[src/ocp_pkg.sv]
// ----------------------------------------------------------------------------
// ocp_pkg
// Shared constants, codes, arctangent table and the job record passed from
// the command front end to the position back end.
// ----------------------------------------------------------------------------
package ocp_pkg;

  localparam int AngleBitsDef    = 24;
  localparam int FracBitsDef     = 16;
  localparam int CordicStagesDef = 18;
  localparam int TableLen        = 30;
  localparam int QueueDepth      = 2;

  localparam logic [15:0] RotGainRst   = 16'd13352;
  localparam logic [21:0] PitchLimRst  = 22'd3927286;
  localparam logic [33:0] GainQ30      = 34'd652032874;

  typedef enum logic [1:0] {
    CMD_MOTION = 2'd0,
    CMD_TARGET = 2'd1,
    CMD_INIT   = 2'd2,
    CMD_NONE   = 2'd3
  } cmd_e;

  typedef enum logic [1:0] {
    CFG_ROT_GAIN  = 2'd0,
    CFG_PITCH_LIM = 2'd1,
    CFG_ZOOM_GAIN = 2'd2,
    CFG_MIN_DIST  = 2'd3
  } cfg_idx_e;

  // angles in 32-bit turn units
  typedef struct packed {
    logic [31:0]        yaw_t;
    logic [31:0]        pitch_t;
    logic [31:0]        dist_v;
    logic signed [31:0] tx;
    logic signed [31:0] ty;
    logic signed [31:0] tz;
    logic               clamped;
  } job_t;

  function automatic logic [29:0] atan_turn(input logic [4:0] i);
    logic [29:0] r;
    case (i)
      5'd0:  r = 30'd536870912;
      5'd1:  r = 30'd316933406;
      5'd2:  r = 30'd167458907;
      5'd3:  r = 30'd85004756;
      5'd4:  r = 30'd42667331;
      5'd5:  r = 30'd21354465;
      5'd6:  r = 30'd10679838;
      5'd7:  r = 30'd5340245;
      5'd8:  r = 30'd2670163;
      5'd9:  r = 30'd1335087;
      5'd10: r = 30'd667544;
      5'd11: r = 30'd333772;
      5'd12: r = 30'd166886;
      5'd13: r = 30'd83443;
      5'd14: r = 30'd41722;
      5'd15: r = 30'd20861;
      5'd16: r = 30'd10430;
      5'd17: r = 30'd5215;
      5'd18: r = 30'd2608;
      5'd19: r = 30'd1304;
      5'd20: r = 30'd652;
      5'd21: r = 30'd326;
      5'd22: r = 30'd163;
      5'd23: r = 30'd81;
      5'd24: r = 30'd41;
      5'd25: r = 30'd20;
      5'd26: r = 30'd10;
      5'd27: r = 30'd5;
      5'd28: r = 30'd3;
      5'd29: r = 30'd1;
      default: r = 30'd0;
    endcase
    return r;
  endfunction

endpackage

[src/ocp_queue.sv]
// ----------------------------------------------------------------------------
// ocp_queue
// Small FIFO of job records between front end and back end.
// ----------------------------------------------------------------------------
module ocp_queue (
  input  logic          clk_i,
  input  logic          rst_ni,
  input  logic          push_i,
  input  ocp_pkg::job_t job_i,
  input  logic          pop_i,
  output ocp_pkg::job_t job_o,
  output logic          full_o,
  output logic          empty_o
);
  import ocp_pkg::*;

  localparam int PtrW = $clog2(QueueDepth);

  job_t              mem_q [QueueDepth];
  logic [PtrW-1:0]   wr_q, rd_q;
  logic [PtrW:0]     cnt_q;

  assign full_o  = (cnt_q == (PtrW+1)'(QueueDepth));
  assign empty_o = (cnt_q == '0);
  assign job_o   = mem_q[rd_q];

  always_ff @(posedge clk_i) begin
    if (push_i) begin
      mem_q[wr_q] <= job_i;
    end
  end

  always_ff @(posedge clk_i or negedge rst_ni) begin
    if (!rst_ni) begin
      wr_q  <= '0;
      rd_q  <= '0;
      cnt_q <= '0;
    end else begin
      if (push_i) begin
        wr_q <= (wr_q == PtrW'(QueueDepth - 1)) ? '0 : wr_q + 1'b1;
      end
      if (pop_i) begin
        rd_q <= (rd_q == PtrW'(QueueDepth - 1)) ? '0 : rd_q + 1'b1;
      end
      cnt_q <= cnt_q + (PtrW+1)'(push_i) - (PtrW+1)'(pop_i);
    end
  end

endmodule

[config.mk]
export PLATFORM = sky130hd
export DESIGN_NAME = ocp_queue
export DESIGN_NICKNAME = d
export VERILOG_FILES = /design/src/ocp_pkg.sv /design/src/ocp_queue.sv
export SDC_FILE = /design/constraint.sdc
export NUM_CORES = 1
export LEC_CHECK = 0
export BUFFER_PORTS_ARGS = -buffer_cell sky130_fd_sc_hd__buf_2
export CAP_MARGIN = 10
export CORE_MARGIN = 10
export CORE_UTILIZATION = 35
export CTS_BUF_LIST = sky130_fd_sc_hd__clkbuf_2
export CTS_CLUSTER_DIAMETER = 150
export CTS_CLUSTER_SIZE = 28
export DETAILED_ROUTE_END_ITERATION = 12
export GPL_ROUTABILITY_DRIVEN = 0
export PLACE_DENSITY_LB_ADDON = 0.1
export SYNTH_ARGS = -nofsm -noshare
export SYNTH_HDL_FRONTEND = slang
export SYNTH_SLANG_ARGS = --single-unit
[constraint.sdc]
create_clock -name clk_i -period 20.3 [get_ports clk_i]
set_input_delay 2.03 -clock clk_i [delete_from_list [all_inputs] [get_ports clk_i]]
set_output_delay 2.03 -clock clk_i [all_outputs]
set_load 0.02 [all_outputs]
-- Yosys cells after proc, flatten, opt, wreduce, memory -nomap -nowiden
Memories as Yosys holds them, arrays and structs flattened.
Index checks and enable logic that the tools add are counted.
- eq/ne operators: 1
- multiplexer cells: 4
- $add $sub $neg: 4
- reductions and logical operators: 1
- operators by type and width (operator ; count):
    $mux 1 ; 4
    $add 1x1->1 const B ; 2
    $add 2x1->2 ; 1
    $eq 2x2->1 const B ; 1
    $logic_not 2->1 ; 1
    $sub 2x1->2 ; 1
- output and inout port bits: 195
- bits of input ports: 197
- word-level logic and storage cells: 14
- memories kept: 1
- bits in writable memories: 386
- bits in registers: 4
- memories (memory ; depth ; bits a word ; read ports ; clocked after memory_dff ; write ports ; RTL line ; RTL):
    mem_q ; 2 ; 193 ; 1 ; 0 ; 1 ; ocp_queue.sv:19 ; job_t mem_q [QueueDepth];

-- Logic depth before layout (Yosys ltp)
- depth after elaboration: 2
- depth in mapped cells: 5

-- Worst setup path after synthesis
No wires, ideal clock.
- path type: input-to-reg
- from: input port push_i
- to: memory mem_q[0][0] in the netlist's numbering (enable)
- stages: 1
- library setup time: 0.772 ns
- setup slack: 9.173 ns
- arrival: 10.355 ns
- data required time: 19.528 ns
- cells stage by stage: nor2b_1
- word-level cells in the longest chain between the ends: 2
- RTL lines (item ; RTL line ; RTL):
    from (decl) ; ocp_queue.sv:8 ; input logic push_i,
    $mux 1 ; ocp_queue.sv:28 ; if (push_i) begin
    $mux 1 (implied by the code) ; ocp_queue.sv:29 ; mem_q[wr_q] <= job_i;
    to (decl) ; ocp_queue.sv:19 ;
No other way between the ends.

==> results.md <==
* Status: completed
* Max Clock Skew at 0.0387 ns
* Worst-path maximum fanout at 53
* Die Wd at 226 µm
* First-pass GRT wire length at 49600 µm
* Fmax at 0.157 GHz
* Synth unique cells at 13
* CTS sink cnt at 390
* TritonCTS clock tree: built
* Leak at 0.00685 µW
* Worst hold path type: reg2reg
* Area contributors post-synth: edfxtp_1 (78%), mux2_4 (16%), mux2_2 (2.5%)
* Num CTS Buffers at 17
* Post-CTS setup buffer count at 0
* Std cell rows at 75
* Die Y at 226 µm
* CP endpoint kind: primary output
* Hold buffers post-CTS at 0
* Worst-skew pair later-pin latency at 0.96 ns
* I/O pins at 392
* Final WL at 35200 µm
* Share of layout cells above drive strength 1 at 60.7%
* Pre-CTS WS at 14.96 ns
* Warnings, synthesis at 0
* Worst setup path end: job_o[43]
* Avg Inst Size Synth at 24.0 µm²
* CTS H-tree lvls at 1
* FF+latch count, synth at 390
* Antenna violations before repair at 15
* Tot Pwr at 2310 µW
* Worst R2R Path Depth at 3
* Final Cycle Share at 31.4%
* DRC viols at 0
* Crit Path Class: reg2out
* Worst-case clock buffer depth at 3
* Core Region at 41900 µm²
* Fillers at 3800
* R2R Setup Slk at 17.31 ns
* Worst setup SP type: flip-flop
* Pwr per Cell Area at 133 nW/µm²
* Mapped Area at 14800 µm²
* Register area share after synthesis at 79.0%
* Final HPWL DP at 24900 µm
* Via Count at 7111
* Fin crit period at 6.38 ns
* Fin worst setup slack at 13.92 ns
* Vias in the first global route at 7368
* # port buffers at 391
* Layout Nets at 1211
* Setup TNS at 0 ns
* Antenna Nets Post-Route at 0
* Critical Path RT at 18.27 ns
* Layout area overhead at 17.7%
* Total GRT Usage at 13.1%
* Mapped Nets at 815
* Top cell type by total area after synthesis: edfxtp_1
* Relative slew slack at 26.1%
* Initial Util at 35.3%
* Pin count of the biggest net entering global routing at 72
* Clk slew on worst S/H paths at 0.50 ns
* R2R Path End: mem_q[0][109]
* RSZ-0062 raised after global routing: false
* Setup crit start: rd_q
* # resized after CTS at 0
* Initial DRC count at 556
* Die area at 50900 µm²
* Clk root buf: clkbuf_2
* Final setup fails at 0
* Worst-Margin Slew at 1.11 ns
* Syn Inst Count at 616
* Overflow after GRT at 0
* RR Startpoint: wr_q
* Peak supply drop at 0.0678 mV
* Max Slew Vio Count at 0
* DR WL/cell at 22.5 µm
* DRT Pass-1 Iters at 4
* CP Data Arrival Time at 4.35 ns
* Area fraction of the dominant cell type after synthesis at 78.4%
* Hold Violations, Final at 0
* Max Cap Viol at 0
* Vias per Instance at 4.54
[how the worst min path moves through the flow]
stage / startpoint / to / cells past startpoint
floorplan: wr_q / wr_q / 1
global placement: wr_q / wr_q / 1
detailed placement: wr_q / wr_q / 1
CTS: wr_q / wr_q / 1
global route: rst_ni / rd_q / 1
finish: wr_q / wr_q / 1
[logic make-up after synthesis]
family,after synthesis,synth area share [%]
xor+xnor,3,0.279
fa+ha+maj,2,0.169
buf+inv,24,1.60
flops,390,79.0
mux,193,18.8
simple gates,4,0.152
[per-stage QoR]
stage	utilization, %	cell area (µm²)	instances	hold WS, ns
floorplan	-	14800	616	0.453
global placement	41.3	17300	1532	0.528
detailed placement	41.3	17300	1532	0.539
CTS	41.5	17400	1555	0.565
global route	41.6	17400	1560	0.582
finish	41.6	17400	1566	0.559
[power breakdown]
group	total, µW	internal, µW	switching (µW)
Clock	241	27.8	214
Combinational	931	400	532
Sequential	1130	1070	67.0
Total	2310	1490	812
[layout by cell type, fill, tap and decap left out]
master / synthesis / final
buf_2: 3 / 391
edfxtp_1: 386 / 386
mux2_4: 160 / 160
mux2_2: 33 / 33
clkbuf_2: 0 / 22
diode_2: 0 / 11
buf_4: 0 / 8
dfrtp_1: 4 / 3
inv_1: 2 / 2
xor2_1: 2 / 2
ha_1: 2 / 2
xor3_1: 1 / 1
nor2b_4: 0 / 1
nor2_1: 1 / 1
nor2b_1: 2 / 1
and2_4: 0 / 1
clkinv_1: 0 / 1
dfrtp_4: 0 / 1
[sequential cells by signal (all words and copies together) (netlist names)]
register	flops
mem_q	386
rd_q	1
wr_q	1
cnt_q	2
[Yosys cell counts (all sizes together)]
| library cell | count |
|---|---|
| and2 | 1 |
| buf | 22 |
| dfrtp | 4 |
| edfxtp | 386 |
| ha | 2 |
| inv | 2 |
| mux2 | 193 |
| nor2 | 1 |
| nor2b | 2 |
| xor2 | 2 |
| xor3 | 1 |
[worst max-delay path, cell delays in order, from the launching register on]
cell,delay (ns)
dfrtp_4,1.15
buf_4,0.83
buf_4,0.66
mux2_4,0.36
buf_2,0.16
[area by class of cell]
class	count	area [µm²]	share of cell area, %
clock inverters	1	3.75	0.0216
multi-input cells	202	2870	16.5
well taps	539	674	3.87
inverters	2	7.51	0.0431
diodes	11	27.5	0.158
repair buffers	399	2020	11.6
flip-flops and latches	390	11700	67.2
clock buffers	22	110	0.633
[metal layers]
metal  routed length [µm]  part of all wire, %  vias to the layer above  global-route usage, %
met5                   75                 0.21                        -                      0
met4                  783                  2.2                       12                   3.99
met3                 2690                  7.6                       46                   4.22
met2                17700                   50                      231                   22.2
met1                14000                   40                     3588                   15.7
li1                     -                    -                     3234                      -
Power figures use the tool's default switching activity.
