**config.mk**
```make
export PLATFORM = sky130hd
export DESIGN_NAME = ocp_front
export DESIGN_NICKNAME = d
export VERILOG_FILES = /design/src/ocp_pkg.sv /design/src/ocp_front.sv
export SDC_FILE = /design/constraint.sdc
export NUM_CORES = 2
export LEC_CHECK = 0
export ABC_AREA = 0
export BUFFER_PORTS_ARGS = -buffer_cell sky130_fd_sc_hd__buf_2
export CAP_MARGIN = 10
export CORE_ASPECT_RATIO = 1.1
export CORE_MARGIN = 2
export CORE_UTILIZATION = 45
export DETAILED_ROUTE_END_ITERATION = 16
export PLACE_DENSITY = 0.64
export SLEW_MARGIN = 5
export SYNTH_ARGS = -nofsm -noshare
export SYNTH_HDL_FRONTEND = slang
export SYNTH_SLANG_ARGS = --single-unit
export TNS_END_PERCENT = 10
```
**constraint.sdc**
```tcl
create_clock -name clk_i -period 18.1 [get_ports clk_i]
set_input_delay 0.905 -clock clk_i [delete_from_list [all_inputs] [get_ports clk_i]]
set_output_delay 0.905 -clock clk_i [all_outputs]
set_load 0.02 [all_outputs]
```
**src/ocp_pkg.sv**
```systemverilog
// ----------------------------------------------------------------------------
// ocp_pkg
// Shared constants, codes, arctangent table and the job record passed from
// the command front end to the position back end.
// ----------------------------------------------------------------------------
package ocp_pkg;

  localparam int AngleBitsDef    = 24;
  localparam int FracBitsDef     = 16;
  localparam int CordicStagesDef = 18;
  localparam int TableLen        = 30;
  localparam int QueueDepth      = 2;

  localparam logic [15:0] RotGainRst   = 16'd13352;
  localparam logic [21:0] PitchLimRst  = 22'd3927286;
  localparam logic [33:0] GainQ30      = 34'd652032874;

  typedef enum logic [1:0] {
    CMD_MOTION = 2'd0,
    CMD_TARGET = 2'd1,
    CMD_INIT   = 2'd2,
    CMD_NONE   = 2'd3
  } cmd_e;

  typedef enum logic [1:0] {
    CFG_ROT_GAIN  = 2'd0,
    CFG_PITCH_LIM = 2'd1,
    CFG_ZOOM_GAIN = 2'd2,
    CFG_MIN_DIST  = 2'd3
  } cfg_idx_e;

  // angles in 32-bit turn units
  typedef struct packed {
    logic [31:0]        yaw_t;
    logic [31:0]        pitch_t;
    logic [31:0]        dist_v;
    logic signed [31:0] tx;
    logic signed [31:0] ty;
    logic signed [31:0] tz;
    logic               clamped;
  } job_t;

  function automatic logic [29:0] atan_turn(input logic [4:0] i);
    logic [29:0] r;
    case (i)
      5'd0:  r = 30'd536870912;
      5'd1:  r = 30'd316933406;
      5'd2:  r = 30'd167458907;
      5'd3:  r = 30'd85004756;
      5'd4:  r = 30'd42667331;
      5'd5:  r = 30'd21354465;
      5'd6:  r = 30'd10679838;
      5'd7:  r = 30'd5340245;
      5'd8:  r = 30'd2670163;
      5'd9:  r = 30'd1335087;
      5'd10: r = 30'd667544;
      5'd11: r = 30'd333772;
      5'd12: r = 30'd166886;
      5'd13: r = 30'd83443;
      5'd14: r = 30'd41722;
      5'd15: r = 30'd20861;
      5'd16: r = 30'd10430;
      5'd17: r = 30'd5215;
      5'd18: r = 30'd2608;
      5'd19: r = 30'd1304;
      5'd20: r = 30'd652;
      5'd21: r = 30'd326;
      5'd22: r = 30'd163;
      5'd23: r = 30'd81;
      5'd24: r = 30'd41;
      5'd25: r = 30'd20;
      5'd26: r = 30'd10;
      5'd27: r = 30'd5;
      5'd28: r = 30'd3;
      5'd29: r = 30'd1;
      default: r = 30'd0;
    endcase
    return r;
  endfunction

endpackage

```
**src/ocp_front.sv**
```systemverilog
// ----------------------------------------------------------------------------
// ocp_front
// Configuration registers and camera state. Applies each accepted item to
// the state and hands a job record to the queue in the same cycle.
// ----------------------------------------------------------------------------
module ocp_front #(
  parameter int ANGLE_BITS = 24,
  parameter int FRAC_BITS  = 16
) (
  input  logic               clk_i,
  input  logic               rst_ni,
  input  logic               cfg_we_i,
  input  logic [1:0]         cfg_addr_i,
  input  logic [31:0]        cfg_wdata_i,
  input  logic               push_i,
  input  ocp_pkg::cmd_e      cmd_i,
  input  logic signed [15:0] dx_i,
  input  logic signed [15:0] dy_i,
  input  logic signed [15:0] wh_i,
  input  logic signed [31:0] tx_i,
  input  logic signed [31:0] ty_i,
  input  logic signed [31:0] tz_i,
  input  logic [31:0]        initd_i,
  output ocp_pkg::job_t      job_o
);
  import ocp_pkg::*;

  localparam int PW = 35;

  logic [15:0]           rot_gain_q;
  logic [21:0]           pitch_lim_q;
  logic [23:0]           zoom_gain_q;
  logic [31:0]           min_dist_q;
  logic [ANGLE_BITS-1:0] yaw_q, yaw_d, pitch_q, pitch_d;
  logic [31:0]           dist_q, dist_d;
  logic signed [31:0]    tx_q, tx_d, ty_q, ty_d, tz_q, tz_d;

  logic signed [32:0]    yaw_prod, pitch_prod;
  logic signed [PW-1:0]  pitch_sum, pitch_c, lim, quarter;
  logic                  clamp;
  logic signed [40:0]    zoom_prod;
  logic signed [41:0]    nd;
  logic [31:0]           dist_m;

  always_comb begin
    yaw_prod   = $signed(33'(dx_i)) * $signed({17'b0, rot_gain_q});
    pitch_prod = $signed(33'(dy_i)) * $signed({17'b0, rot_gain_q});
    pitch_sum  = PW'($signed(pitch_q)) + PW'(pitch_prod);
    quarter    = PW'(1) <<< (ANGLE_BITS - 2);
    lim        = ($signed({13'b0, pitch_lim_q}) > quarter) ? quarter
                                                           : $signed({13'b0, pitch_lim_q});
    clamp      = 1'b0;
    pitch_c    = pitch_sum;
    if (pitch_sum > lim) begin
      pitch_c = lim;
      clamp   = 1'b1;
    end else if (pitch_sum < -lim) begin
      pitch_c = -lim;
      clamp   = 1'b1;
    end
    zoom_prod = $signed(41'(wh_i)) * $signed({17'b0, zoom_gain_q});
    nd        = $signed({10'b0, dist_q}) - 42'(zoom_prod);
    if (nd < $signed({10'b0, min_dist_q})) begin
      dist_m = min_dist_q;
    end else if (nd > $signed({10'b0, 32'hFFFF_FFFF})) begin
      dist_m = 32'hFFFF_FFFF;
    end else begin
      dist_m = nd[31:0];
    end

    yaw_d   = yaw_q;
    pitch_d = pitch_q;
    dist_d  = dist_q;
    tx_d    = tx_q;
    ty_d    = ty_q;
    tz_d    = tz_q;
    case (cmd_i)
      CMD_MOTION: begin
        yaw_d   = yaw_q + yaw_prod[ANGLE_BITS-1:0];
        pitch_d = pitch_c[ANGLE_BITS-1:0];
        dist_d  = dist_m;
      end
      CMD_TARGET: begin
        tx_d = tx_i;
        ty_d = ty_i;
        tz_d = tz_i;
      end
      CMD_INIT: begin
        tx_d    = tx_i;
        ty_d    = ty_i;
        tz_d    = tz_i;
        dist_d  = initd_i;
        yaw_d   = '0;
        pitch_d = '0;
      end
      default: ;
    endcase

    job_o.yaw_t   = 32'(yaw_d) << (32 - ANGLE_BITS);
    job_o.pitch_t = 32'(pitch_d) << (32 - ANGLE_BITS);
    job_o.dist_v  = dist_d;
    job_o.tx      = tx_d;
    job_o.ty      = ty_d;
    job_o.tz      = tz_d;
    job_o.clamped = (cmd_i == CMD_MOTION) && clamp;
  end

  always_ff @(posedge clk_i or negedge rst_ni) begin
    if (!rst_ni) begin
      rot_gain_q  <= RotGainRst;
      pitch_lim_q <= PitchLimRst;
      zoom_gain_q <= 24'(1) << FRAC_BITS;
      min_dist_q  <= 32'(1) << FRAC_BITS;
    end else if (cfg_we_i) begin
      case (cfg_idx_e'(cfg_addr_i))
        CFG_ROT_GAIN:  rot_gain_q  <= cfg_wdata_i[15:0];
        CFG_PITCH_LIM: pitch_lim_q <= cfg_wdata_i[21:0];
        CFG_ZOOM_GAIN: zoom_gain_q <= cfg_wdata_i[23:0];
        CFG_MIN_DIST:  min_dist_q  <= cfg_wdata_i;
        default: ;
      endcase
    end
  end

  always_ff @(posedge clk_i or negedge rst_ni) begin
    if (!rst_ni) begin
      yaw_q   <= '0;
      pitch_q <= '0;
      dist_q  <= 32'(5) << FRAC_BITS;
      tx_q    <= '0;
      ty_q    <= '0;
      tz_q    <= '0;
    end else if (push_i) begin
      yaw_q   <= yaw_d;
      pitch_q <= pitch_d;
      dist_q  <= dist_d;
      tx_q    <= tx_d;
      ty_q    <= ty_d;
      tz_q    <= tz_d;
    end
  end

endmodule

```
## Yosys cells after proc, flatten, opt, wreduce, memory -nomap -nowiden

Cells that the tools add are included.

| storage, ports and cells | value |
|---|---|
| bits in registers | 270 |
| latch bits | 0 |
| bits in writable memories | 0 |
| memory bits (read-only) | 0 |
| bits of input ports | 216 |
| output and inout port bits | 193 |
| word-level logic and storage cells | 46 |
| memories kept | 0 |

| operators by class | value |
|---|---|
| add/subtract/negate cells | 4 |
| multipliers | 3 |
| div/mod/pow operators | 0 |
| magnitude comparators | 4 |
| equality and inequality tests | 5 |
| shifts and indexed selects | 0 |
| mux-type cells | 12 |
| bitwise operators | 0 |
| reduce and logical (&&, ||, !) cells | 8 |

Operators with widths:

| kind | number |
|---|---|
| 32-bit 2-to-1 mux | 5 |
| 24-bit one-hot mux with 2 select lines | 2 |
| 32-bit one-hot mux with 2 select lines | 1 |
| 24-bit 2-to-1 mux | 2 |
| 42-bit by 33-bit > comparator with 1-bit output, second input constant | 1 |
| 42-bit by 33-bit less-than comparator with 1-bit output | 1 |
| 33-bit by 41-bit subtractor with 42-bit output | 1 |
| 16-bit by 25-bit multiplier with 41-bit output | 1 |
| 34-bit by 35-bit less-than comparator with 1-bit output | 1 |
| 22-bit negator with 35-bit output | 1 |
| 24-bit by 33-bit adder with 34-bit output | 1 |
| 34-bit by 23-bit > comparator with 1-bit output | 1 |
| 16-bit by 17-bit multiplier with 33-bit output | 1 |
| 24-bit adder | 1 |
| 16-bit by 17-bit multiplier with 24-bit output | 1 |
| 2-bit AND reduction | 4 |
| 2-bit equality test, second input constant | 3 |
| 2-bit by 1-bit equality test with 1-bit output, second input constant | 2 |
| 2-bit logical NOT | 2 |
| 1-bit 2-to-1 mux | 2 |
| 2-bit OR reduction | 1 |
| 1-bit logical AND | 1 |

## Longest topological paths before layout

| depth | value |
|---|---|
| depth after elaboration | 6 |
| gate-level depth with buffers | 38 |
| gate-level depth less buffers | 36 |

## Least setup slack after synthesis

No wires, ideal clock.

| timing | value |
|---|---|
| kind | input to output |
| start point | input dy_i[1] |
| end point | output job_o[149] in the netlist's numbering |
| data arrival time | 8.786 ns |
| slack | 8.409 ns |
| stages | 35 |
| path buffers | 3 |
| path through | clkbuf_1 -> nand2_1 -> fa_1 -> fa_1 -> fa_1 -> fa_1 -> inv_1 -> fa_1 -> inv_1 -> fa_1 -> inv_1 -> ha_1 -> o211ai_1 -> nand2_1 -> o211ai_1 -> a21boi_0 -> o21a_1 -> o21a_1 -> o21a_1 -> o21a_1 -> o311ai_0 -> ha_1 -> a21o_1 -> a21o_1 -> a21oi_1 -> nand2_1 -> o21ai_0 -> a31oi_1 -> nor4_1 -> nand4bb_1 -> o22ai_1 -> buf_2 -> buf_2 -> o21ai_0 -> a2bb2oi_1 |

RTL lines:

| what | RTL line | RTL |
|---|---|---|
| from (decl) | ocp_front.sv:18 | `input logic signed [15:0] dy_i,` |
| to (decl) | ocp_front.sv:24 | `output ocp_pkg::job_t job_o` |

==> qor.yml <==
synthesis:
  synth_common_cells: "inv_1, fa_1, nand2_1"
  synth_top_flop_cell: "dfrtp_1"
  synth-xor-area-share_pct: 1.825
  synth_edf_count: 0
  syn_inst: 5476
  synth_most_common_cell: "inv_1"
  synth_adder_area_share_pct: 42.70
  synth_cell_types: 87
  synth_top_cell_by_area: "fa_1"
  synth_top_area_share_pct: 31.36
  synthMuxAreaShare_pct: 5.337
  synth_area_mm2: 0.04832
  ys_ff_latch: 270
  synth_top_family_by_area: "adder cells"
  synth_area_leaders: "fa_1, dfrtp_1, ha_1, inv_1, and2_1"
  yosys_warnings: 0
  ys_async_sr_fraction_pct: 100.0
  synth_compound_area_share_pct: 8.858
  yosys.area_share.simple_pct: 16.00
  syn-mean-instance-area_um2: 8.824
  ys_seq_area_share_pct: 14.05
outcome:
  outcome: "complete, no violations"
clock_tree:
  postCtsSetupRepairBufs: 0
  cts_tree: "yes"
  cts_buffers: 38
  clockRootBuffer: "clkbuf_16"
  cts_resized: 0
  cts-htree-levels: 2
  cts_num_sinks: 270
  worstSkewPairLatency_ns: 0.63
  clock_path_buffers: 3
  holdBufCountCts: 0
  clk_pin_slew_ns: 0.06
route:
  antenna_left: 0
  drc: 0
  vias_per_cell: 5.392
  drt_first_pass_iters: 6
  wl_per_cell_um: 21.06
  vias: 38440
  wirelength_um: 150100
  drt_iter0_drc: 2406
global_routing:
  grt_pass1_vias: 40660
  grt_pass1_wl_um: 236300
  grt_use_total_pct: 27.97
  grt_max_degree: 117
  overflow: 0
  antenna_found_initial: 16
setup_path:
  max_stage_delay_ns: 1.09
  crit_path_start_kind: "flip-flop"
  worstPathArrival_ns: 11.36
  cp_common_cell: "fa_1"
  worst-setup-path-type: "flip-flop to output pin"
  cp_slowest_cell: "dfstp_2"
  cp-end-kind: "output pin"
  cp_max_fo: 40
  crit_required_ns: 17.19
sta:
  whs_ns: 0.3672
  relSlewSlack_pct: 22.44
  slew_viol_final: 0
  hold_viol_final: 0
  min_period_ns: 12.27
  fin_tns_setup_ns: 0
  finalCritPeriodShare_pct: 67.77
  grt_setup_unrepaired: "false"
  finalSetupViolCount: 0
  skew_ns: 0.03197
  clock.fmax_mhz: 81.52
  worst_pin_slew_ns: 1.159
placed_design:
  gp_congestion: 0.9449
  dp_hpwl_um: 117200
  place_area_mm2: 0.05138
  io_buffers: 392
floorplan:
  start_util_pct: 45.21
  die_area_mm2: 0.1100
  num_rows: 126
  die_h_um: 347.7
  io_pins: 409
  die-width_um: 316.4
  core-area_mm2: 0.1069
cells_and_area:
  final_cell_area_mm2: 0.05272
  fin_nets: 7100
  drive_above_1_share_pct: 13.48
  utilization_pct: 49.32
  multi_input_area_mm2: 0.03625
  nFillCells: 10280
  area_growth_pct: 9.101
  ff_latch_area_mm2: 0.006788
job:
  cap_violations: 0
worst_hold_path:
  hp-class: "input pin to asynchronous set/reset pin"
## cell type report
| type | count | area share, % |
|---|---|---|
| Multi-Input combinational cell | 3800 | 68.76 |
| Sequential cell | 270 | 12.88 |
| Inverter | 1148 | 8.178 |
| Timing Repair Buffer | 431 | 4.300 |
| Tap cell | 1408 | 3.342 |
| Clock buffer | 51 | 1.991 |
| Clock inverter | 19 | 0.5482 |
| Antenna cell | 2 | 0.009493 |
## placed cells by master, fill, tap and decap left out, types with 14 or more instances in the layout
| master | count |
|---|---|
| inv_1 | 1145 |
| fa_1 | 757 |
| nand2_1 | 619 |
| ha_1 | 436 |
| and2_1 | 401 |
| buf_2 | 390 |
| nor2_1 | 380 |
| dfrtp_1 | 245 |
| mux2_2 | 205 |
| a21oi_1 | 132 |
| o21ai_0 | 103 |
| a21o_1 | 84 |
| xnor2_1 | 73 |
| nand3_1 | 60 |
| buf_4 | 40 |
| clkbuf_16 | 38 |
| nor3_1 | 36 |
| a22o_1 | 34 |
| nor2b_1 | 32 |
| nand4_1 | 30 |
| nand2b_1 | 28 |
| mux2i_1 | 27 |
| a211oi_1 | 26 |
| xor2_1 | 25 |
| dfstp_2 | 25 |
| o211ai_1 | 22 |
| o221ai_1 | 22 |
| a31oi_1 | 17 |
| a32oi_1 | 17 |
| o21a_1 | 16 |
| conb_1 | 16 |
| o21bai_1 | 15 |
| a21boi_1 | 14 |
## critical path: cells and delay by family, from the launching register on
kind	cells	cell delay, ns
adder cells (fa/ha/maj)	8	3.61
buffers and inverters	6	0.93
AO/OA/AOI/OAI	15	3.64
flip-flops	1	1.09
AND/OR/NAND/NOR	6	1.40
## per-layer routing
metal,up-vias,routed length [um],track usage (%)
met2,1458,69360,45.25
met5,-,93,0
met1,19300,62610,37.18
li1,17380,-,-
met4,16,5294,9.030
met3,284,12760,6.142
## state kept, by name (all words and copies together) (netlist names)
| signal | flops |
|---|---|
| rot_gain_q | 16 |
| ty_q | 32 |
| yaw_q | 24 |
| zoom_gain_q | 24 |
| tz_q | 32 |
| pitch_q | 24 |
| tx_q | 32 |
| dist_q | 32 |
| min_dist_q | 32 |
| pitch_lim_q | 22 |
## cells by family (layout without fill, tap and decap cells)
family                     after synthesis  after routing
and+or+nand+nor                       1645           1645
buffers and inverters                 1421           1649
adders and majority gates             1195           1195
AOI/OAI and AO/OA                      613            613
DFF                                    270            270
muxes                                  232            232
xor gates and xnor gates                99             99
other                                    1             18
## worst paths after layout
kind,from,to,slack (ns),cells after the start
worst max-delay path,rot_gain_q[5]$_DFFE_PN1P_,job_o[144],5.83,35
worst min-delay path,rst_ni,tx_q[27]$_DFFE_PN0P_,0.37,1
worst max register to register,zoom_gain_q[10]$_DFFE_PN0P_,dist_q[0]$_DFFE_PN0P_,8.13,29
worst min register to register,tz_q[2]$_DFFE_PN0P_,tz_q[2]$_DFFE_PN0P_,0.50,2
max in group asynchronous,rst_ni,min_dist_q[9]$_DFFE_PN0P_,14.80,4
min in group clk_i,tz_q[2]$_DFFE_PN0P_,tz_q[2]$_DFFE_PN0P_,0.50,2
## per-stage QoR
stage          std cells  setup slack [ns]
2_1_floorplan       5491             8.409
3_3_place_gp        7057             6.541
3_5_place_dp        7057             6.259
4_1_cts             7127             5.711
5_1_grt             7128             5.115
6_report            7129             5.834
Power is not shown: default switching activity piles up to over one toggle a cycle in this logic, so the estimate is an artifact.
